--- src/rtl/core/mirn_pkg.sv ---
// Package with the constants and types of the residual norm core.
`timescale 1ns / 1ps
package mirn_pkg;

    localparam int MAX_ORDER = 64;
    localparam int IDX_W     = $clog2(MAX_ORDER);
    localparam int ADDR_W    = 2 * IDX_W;
    localparam int DEPTH     = MAX_ORDER * MAX_ORDER;
    localparam int CFG_W     = 7;
    localparam int OP_W      = 2;
    localparam int FIELD_W   = 6;
    localparam int VAL_W     = 16;
    localparam int PROD_W    = 2 * VAL_W;
    localparam int ACC_W     = PROD_W + IDX_W;
    localparam int MAG_W     = ACC_W - 1;
    localparam int NORM_W    = 47;
    localparam int FRAC_W    = 24;

    localparam logic [OP_W-1:0] OP_LOAD_A  = 2'd0;
    localparam logic [OP_W-1:0] OP_LOAD_B  = 2'd1;
    localparam logic [OP_W-1:0] OP_COMPUTE = 2'd2;

    localparam logic [CFG_W-1:0] SIZE_RESET = CFG_W'(MAX_ORDER);

    typedef enum logic [1:0] {
        ST_IDLE,
        ST_RUN,
        ST_DRAIN,
        ST_DONE
    } state_t;

    typedef struct packed {
        logic first_k;
        logic last_k;
        logic diag;
        logic first_i;
        logic last_i;
        logic last_j;
    } tag_t;

    typedef struct packed {
        logic             wr_a;
        logic             wr_b;
        logic             clear;
        logic             issue;
        logic             load_out;
        logic [IDX_W-1:0] i;
        logic [IDX_W-1:0] j;
        logic [IDX_W-1:0] k;
        tag_t             tag;
    } dp_cmd_t;

    typedef struct packed {
        logic done;
    } dp_status_t;

endpackage

--- src/rtl/core/mirn_controller.sv ---
// Controller: request handshake, size register and the i, j, k sequencer.
`timescale 1ns / 1ps
module mirn_controller (
    input  logic                           clk,
    input  logic                           rst_n,
    input  logic                           cfg_we,
    input  logic [mirn_pkg::CFG_W-1:0]     cfg_data,
    input  logic                           in_valid,
    output logic                           in_ready,
    input  logic [mirn_pkg::OP_W-1:0]      op,
    input  logic [mirn_pkg::FIELD_W-1:0]   row,
    input  logic [mirn_pkg::FIELD_W-1:0]   col,
    output logic                           out_valid,
    input  logic                           out_ready,
    output mirn_pkg::dp_cmd_t              cmd,
    input  mirn_pkg::dp_status_t           status
);

    mirn_pkg::state_t state_reg;
    mirn_pkg::state_t state_next;

    logic [mirn_pkg::CFG_W-1:0] size_reg;
    logic [mirn_pkg::IDX_W-1:0] lim_reg;
    logic [mirn_pkg::IDX_W-1:0] lim_next;
    logic [mirn_pkg::IDX_W-1:0] i_reg;
    logic [mirn_pkg::IDX_W-1:0] i_next;
    logic [mirn_pkg::IDX_W-1:0] j_reg;
    logic [mirn_pkg::IDX_W-1:0] j_next;
    logic [mirn_pkg::IDX_W-1:0] k_reg;
    logic [mirn_pkg::IDX_W-1:0] k_next;
    logic                       out_valid_reg;
    logic                       out_valid_next;

    logic in_fire;
    logic in_range;
    logic start;
    logic last_k;
    logic last_i;
    logic last_j;
    logic out_free;
    logic load_out;

    assign in_fire  = in_valid && in_ready;
    assign in_range = (int'(row) < mirn_pkg::MAX_ORDER) && (int'(col) < mirn_pkg::MAX_ORDER);
    assign start    = in_fire && (op == mirn_pkg::OP_COMPUTE);
    assign last_k   = (k_reg == lim_reg);
    assign last_i   = (i_reg == lim_reg);
    assign last_j   = (j_reg == lim_reg);
    assign out_free = !out_valid_reg || out_ready;
    assign load_out = (state_reg == mirn_pkg::ST_DONE) && out_free;

    always_comb
    begin
        state_next = state_reg;
        case (state_reg)
            mirn_pkg::ST_IDLE:
            begin
                if (start)
                begin
                    state_next = mirn_pkg::ST_RUN;
                end
            end
            mirn_pkg::ST_RUN:
            begin
                if (last_k && last_i && last_j)
                begin
                    state_next = mirn_pkg::ST_DRAIN;
                end
            end
            mirn_pkg::ST_DRAIN:
            begin
                if (status.done)
                begin
                    state_next = mirn_pkg::ST_DONE;
                end
            end
            mirn_pkg::ST_DONE:
            begin
                if (out_free)
                begin
                    state_next = mirn_pkg::ST_IDLE;
                end
            end
            default:
            begin
                state_next = mirn_pkg::ST_IDLE;
            end
        endcase
    end

    always_comb
    begin
        in_ready      = (state_reg == mirn_pkg::ST_IDLE);
        out_valid     = out_valid_reg;
        cmd.wr_a      = in_fire && (op == mirn_pkg::OP_LOAD_A) && in_range;
        cmd.wr_b      = in_fire && (op == mirn_pkg::OP_LOAD_B) && in_range;
        cmd.clear     = start;
        cmd.issue     = (state_reg == mirn_pkg::ST_RUN);
        cmd.load_out  = load_out;
        cmd.i         = i_reg;
        cmd.j         = j_reg;
        cmd.k         = k_reg;
        cmd.tag.first_k = (k_reg == '0);
        cmd.tag.last_k  = last_k;
        cmd.tag.diag    = (i_reg == j_reg);
        cmd.tag.first_i = (i_reg == '0);
        cmd.tag.last_i  = last_i;
        cmd.tag.last_j  = last_j;
    end

    always_comb
    begin
        out_valid_next = out_valid_reg;
        if (load_out)
        begin
            out_valid_next = 1'b1;
        end
        else if (out_ready)
        begin
            out_valid_next = 1'b0;
        end
    end

    // Order zero runs as order one; an order above the memory size runs as the full size.
    always_comb
    begin
        if (size_reg == '0)
        begin
            lim_next = '0;
        end
        else if (int'(size_reg) > mirn_pkg::MAX_ORDER)
        begin
            lim_next = mirn_pkg::IDX_W'(mirn_pkg::MAX_ORDER - 1);
        end
        else
        begin
            lim_next = mirn_pkg::IDX_W'(size_reg - 1'b1);
        end
    end

    // Column j outermost, then row i, then the inner product index k.
    always_comb
    begin
        i_next = i_reg;
        j_next = j_reg;
        k_next = k_reg;
        if (start)
        begin
            i_next = '0;
            j_next = '0;
            k_next = '0;
        end
        else if (state_reg == mirn_pkg::ST_RUN)
        begin
            if (!last_k)
            begin
                k_next = k_reg + 1'b1;
            end
            else
            begin
                k_next = '0;
                if (!last_i)
                begin
                    i_next = i_reg + 1'b1;
                end
                else
                begin
                    i_next = '0;
                    j_next = j_reg + 1'b1;
                end
            end
        end
    end

    always_ff @(posedge clk or negedge rst_n)
    begin
        if (!rst_n)
        begin
            state_reg     <= mirn_pkg::ST_IDLE;
            size_reg      <= mirn_pkg::SIZE_RESET;
            lim_reg       <= '0;
            i_reg         <= '0;
            j_reg         <= '0;
            k_reg         <= '0;
            out_valid_reg <= 1'b0;
        end
        else
        begin
            state_reg <= state_next;
            if (cfg_we)
            begin
                size_reg <= cfg_data;
            end
            if (start)
            begin
                lim_reg <= lim_next;
            end
            i_reg         <= i_next;
            j_reg         <= j_next;
            k_reg         <= k_next;
            out_valid_reg <= out_valid_next;
        end
    end

endmodule

--- config.mk ---
export PLATFORM = sky130hd
export DESIGN_NAME = mirn_controller
export DESIGN_NICKNAME = d
export VERILOG_FILES = /design/src/rtl/core/mirn_pkg.sv /design/src/rtl/core/mirn_controller.sv
export SDC_FILE = /design/constraint.sdc
export NUM_CORES = 1
export LEC_CHECK = 0
export BUFFER_PORTS_ARGS = -buffer_cell sky130_fd_sc_hd__buf_2
export CAP_MARGIN = 15
export CORE_MARGIN = 2
export CORE_UTILIZATION = 45
export DETAILED_ROUTE_END_ITERATION = 10
export PLACE_DENSITY = 0.7
export SLEW_MARGIN = 20
export SYNTH_ARGS = -nofsm -noshare
export SYNTH_HDL_FRONTEND = slang
export SYNTH_SLANG_ARGS = --single-unit
export TNS_END_PERCENT = 5
--- constraint.sdc ---
create_clock -name clk -period 2.9 [get_ports clk]
set_clock_uncertainty 0.2 [all_clocks]
set_input_delay 0.58 -clock clk [delete_from_list [all_inputs] [get_ports clk]]
set_output_delay 0.58 -clock clk [all_outputs]
set_load 0.03 [all_outputs]
# Yosys cells after proc, flatten, opt, wreduce, memory -nomap -nowiden
# Cells that the tools add are included.
# word_totals
in_bits,27
word_cells,66
output_inout_bits,31
reg_bits,34
# classes
addsub,4
n_lt_le_gt_ge,1
reduce_logical,21
muxes,20
n_eq_ne,13
# op_table
op,n
2-to-1 mux 6 bit,13
== test 6 bit,4
"adder 6 x 1 -> 6 bit, second input constant",3
logical NOT 6 bit,2
2-to-1 mux 2 bit,4
one-hot mux 2 bit (4 select lines),1
nonzero test 2 bit,4
"> comparator 7 bit, second input constant",1
logical AND 1 bit,7
logical NOT 7 bit,1
"== test 2 bit, second input constant",3
"subtractor 6 x 1 -> 6 bit, second input constant",1
"== test 2 x 1 -> 1 bit, second input constant",2
logical NOT 2 bit,2
"!= test 2 x 1 -> 1 bit, second input constant",2
"!= test 2 bit, second input constant",2
AND reduction 4 bit,1
AND reduction 3 bit,1
2-to-1 mux 1 bit,2
AND reduction 2 bit,1
logical NOT 1 bit,1
logical OR 1 bit,1

# Logic depth before layout (Yosys ltp)
# logic_depth
ltp_word,5
depth_mapped,7
depth_no_buf,7

# Worst setup path after synthesis
# Ideal clock, no wire load.
# synth_path
path_type,reg-to-output
from,reg state_reg[0]
to,out cmd[26] (netlist bit)
path_stages_with_launch,7
t_arrival_ns,1.859
t_required_ns,2.120
path_slack_ns,0.261
cell_sequence,dfrtp_1 -> inv_1 -> ha_1 -> nand4b_1 -> inv_1 -> clkbuf_1 -> buf_4
# synth_between
elab_chain_len,3
# synth_lines
element,line_no,source
from (decl),mirn_controller.sv:19,mirn_pkg::state_t state_reg;
from (signal assigned),mirn_controller.sv:179,state_reg <= mirn_pkg::ST_IDLE;
from (signal assigned),mirn_controller.sv:189,state_reg <= state_next;
logical NOT 2 bit,mirn_controller.sv:93,in_ready = (state_reg == mirn_pkg::ST_IDLE);
named net in_ready,mirn_controller.sv:9,"output logic in_ready,"
logical AND 1 bit,mirn_controller.sv:43,assign in_fire = in_valid && in_ready;
logical AND 1 bit,mirn_controller.sv:45,assign start = in_fire && (op == mirn_pkg::OP_COMPUTE);
to (decl),mirn_controller.sv:15,"output mirn_pkg::dp_cmd_t cmd,"
# The timed path passes the listed nets, and every way through them passes these cells.

==> metrics.cfg <==
[critical_path]
timing.critical_path.to_type=output pin
criticalPathCategory=flip-flop to output pin
crit_fanout=12
worst-endpoint-arrival_ps=1890
cp_data_required_time_ps=2120
start_kind=flip-flop
r2r_worst_path_depth=5

[clock_tree]
post_cts.resized_instances=0
post_cts.repair.setup_buffers=0
clk_pin_slew_worst_paths_ps=70
cts_tree=yes
numCtsBuffers=5
cts_root_buf=sky130_fd_sc_hd__clkbuf_8
cts-htree-levels=2
cts_buffer_depth=2
numClockSinks=34
postCtsHoldBufs=0
clk_latency_ps=280

[finish]
post-route-util_pct=54.27
largest_reg_flops=7
design.final.nets=327
synthToLayoutAreaGrowth_pct=14.89
layout_commonest_cell=sky130_fd_sc_hd__buf_2
antennaDiodeCount=0
highest_count_cells_in_the_layout_ignoring_fill_and_taps=45 x sky130_fd_sc_hd__buf_2, 33 x sky130_fd_sc_hd__dfrtp_1, 24 x sky130_fd_sc_hd__nand2_1
drive_gt1_share_pct=24.22

[synth]
synth.distinct_cells=46
ys.warnings.count=0
synth_nets=287
yosys_register_bits=34
post_synth_instance_area_um2=2261
count_of_flip_flops_with_a_built_in_enable_after_synthesis=0
synthCells=248
postSynthAreaPerCell_um2=9.117
asyncSetResetFlopFracSynth_pct=100.0
ys_seq_area_share_pct=37.69
synth_top_flop_cell=sky130_fd_sc_hd__dfrtp_1

[timing]
fin_worst_hold_slack_ps=168.1
achievable-frequency_mhz=374.7
final_period_minus_worst_setup_slack_ps=2669
worst-slew-pin-transition_ps=767.2
timing.final.setup_violations=0
maxSlewViolCount=0
number_of_endpoints_with_negative_hold_slack_in_the_final_report=0
grt_setup_unrepaired=no
timing.slew.headroom_pct=48.85
period_share_pct=92.03
fin_setup_tns_ps=0
final_setup_slack_of_the_worst_path_ps=231.2

[pwr]
cellLeakagePower_nw=1.259
power.net_switching_w=0.0002106
p_int_w=0.0007038
seqPwrFrac_pct=54.1
power.density_nw_per_um2=352.0
combPwrFrac_pct=6.4
power_frac_clock_pct=39.4
vdd.ir_drop.worst_mv=0.2543
power.switching_fraction_pct=23.03

[placement]
io_buffers=45
gpl.final_weighted_congestion=0.8066
dp_slack_ps=552.4
detailedPlacementHpwl_um=3508

[route]
routed_wirelength_um=4879
avgViaCountPerCell=5.303
remaining_drc_errors=0
vias=1888
drt_pre_antenna_iters=4
drt-wirelength-per-cell_um=13.71
postRouteAntennaNets=0
first_iter_violations=149

[hold_path]
hold_class=input pin to asynchronous set/reset pin

[floorplan]
placementRows=25
floorplan.die.height_um=74.88
die_outline_area_um2=5607
pin_count=58
die_span_x_um=74.88
initial_utilization_pct=47.24
area_of_the_core_region_um2=4786

[global_route]
grt_first_pass_wirelength_um=8017
globalRouteTotalUtil_pct=18.62
grt_antenna_before_repair=0
grt_start_max_net_pins=35
first_global_vias=1741
grt-ovfl-total=0

[run]
timing.max_cap.violations=0

[outcome]
status=finished clean

[layer usage]
layer | global-route usage, % | vias up | wire length [um]
li1 | - | 942 | -
met1 | 25.04 | 885 | 2347
met2 | 29.53 | 54 | 2254
met3 | 3.748 | 7 | 210
met4 | 7.341 | 0 | 68
met5 | 0 | - | 0
[metrics by stage]
step,instances,power [W],area (um2)
after floorplan,248,0.0005380,2261
after global placement,348,0.0005628,2506
after detailed placement,348,0.0005640,2506
after CTS,356,0.0009279,2597
after global routing,356,0.0009562,2597
final,356,0.0009144,2597
[cell usage after synthesis (2+ instances only)]
cell type                   instances  area, um2
sky130_fd_sc_hd__dfrtp_1           33      825.8
sky130_fd_sc_hd__nand2_1           24      90.09
sky130_fd_sc_hd__xor2_1            18      157.7
sky130_fd_sc_hd__nor2_1            16      60.06
sky130_fd_sc_hd__a21oi_1           12      60.06
sky130_fd_sc_hd__ha_1              12      150.1
sky130_fd_sc_hd__inv_1             12      45.04
sky130_fd_sc_hd__xnor2_1           10      87.58
sky130_fd_sc_hd__nand3_1            9      45.04
sky130_fd_sc_hd__nor3_1             9      45.04
sky130_fd_sc_hd__buf_4              8      60.06
sky130_fd_sc_hd__o21ai_0            8      40.04
sky130_fd_sc_hd__a32o_1             6      60.06
sky130_fd_sc_hd__clkbuf_1           6      22.52
sky130_fd_sc_hd__mux2_2             6      67.56
sky130_fd_sc_hd__o31ai_1            5      37.54
sky130_fd_sc_hd__and2_1             4      25.02
sky130_fd_sc_hd__nand4_1            4      25.02
sky130_fd_sc_hd__o21ai_1            4      20.02
sky130_fd_sc_hd__buf_2              3      15.01
sky130_fd_sc_hd__nand2b_1           3      18.77
sky130_fd_sc_hd__nor3b_1            3      22.52
sky130_fd_sc_hd__nor4_1             3      18.77
sky130_fd_sc_hd__or3_1              3      18.77
sky130_fd_sc_hd__a21o_1             2      15.01
sky130_fd_sc_hd__and3_1             2      12.51
sky130_fd_sc_hd__and3_2             2      15.01
sky130_fd_sc_hd__nor4_2             2      25.02
sky130_fd_sc_hd__o2bb2ai_1          2      17.52
[kinds of logic (layout without fill, tap and decap cells)]
kind of cell / after synthesis / after routing / synth area share [%]
AOI/OAI and AO/OA: 47 / 47 / 14.00
xor gates and xnor gates: 28 / 28 / 10.85
adders and majority gates: 13 / 13 / 7.083
buffers and inverters: 31 / 72 / 6.972
DFF: 34 / 34 / 37.69
muxes: 7 / 7 / 3.431
and+or+nand+nor: 88 / 88 / 19.98
[power by group through the flow]
stage / Clock, W / Combinational [W] / Sequential (W)
6_report: 0.000361 / 0.0000586 / 0.000495
5_1_grt: 0.000390 / 0.0000695 / 0.000497
4_1_cts: 0.000373 / 0.0000600 / 0.000495
3_5_place_dp: 0 / 0.0000597 / 0.000504
3_3_place_gp: 0 / 0.0000589 / 0.000504
2_1_floorplan: 0 / 0.0000384 / 0.000500
[worst max-delay path, stage by stage, from the launching register on]
cell,delay (ps)
sky130_fd_sc_hd__dfrtp_1,480
sky130_fd_sc_hd__xor2_1,200
sky130_fd_sc_hd__nor4_1,270
sky130_fd_sc_hd__nand2_1,310
sky130_fd_sc_hd__clkinv_1,140
sky130_fd_sc_hd__buf_2,200
[area by class of cell]
cell class	instances	area (um2)
Clock inverter	1	5.005
Fill cell	440	2188
Inverter	13	48.80
Timing Repair Buffer	51	270.3
Multi-Input combinational cell	183	1251
Sequential cell	34	852.1
Tap cell	67	83.83
Clock buffer	7	86.33
[path summary, 6_finish.rpt]
path	from	end	slack [ps]
hold reg to reg	out_valid	out_valid	330
setup / recovery	i_reg[2]	cmd[1]	230
setup reg to reg	i_reg[2]	j_reg[3]	630
min in group clk	cfg_data[0]	size_reg[0]	300
max in group asynchronous	rst_n	size_reg[1]	1850
hold / removal	rst_n	out_valid	170
No activity file was read; power rests on OpenSTA's default activity.
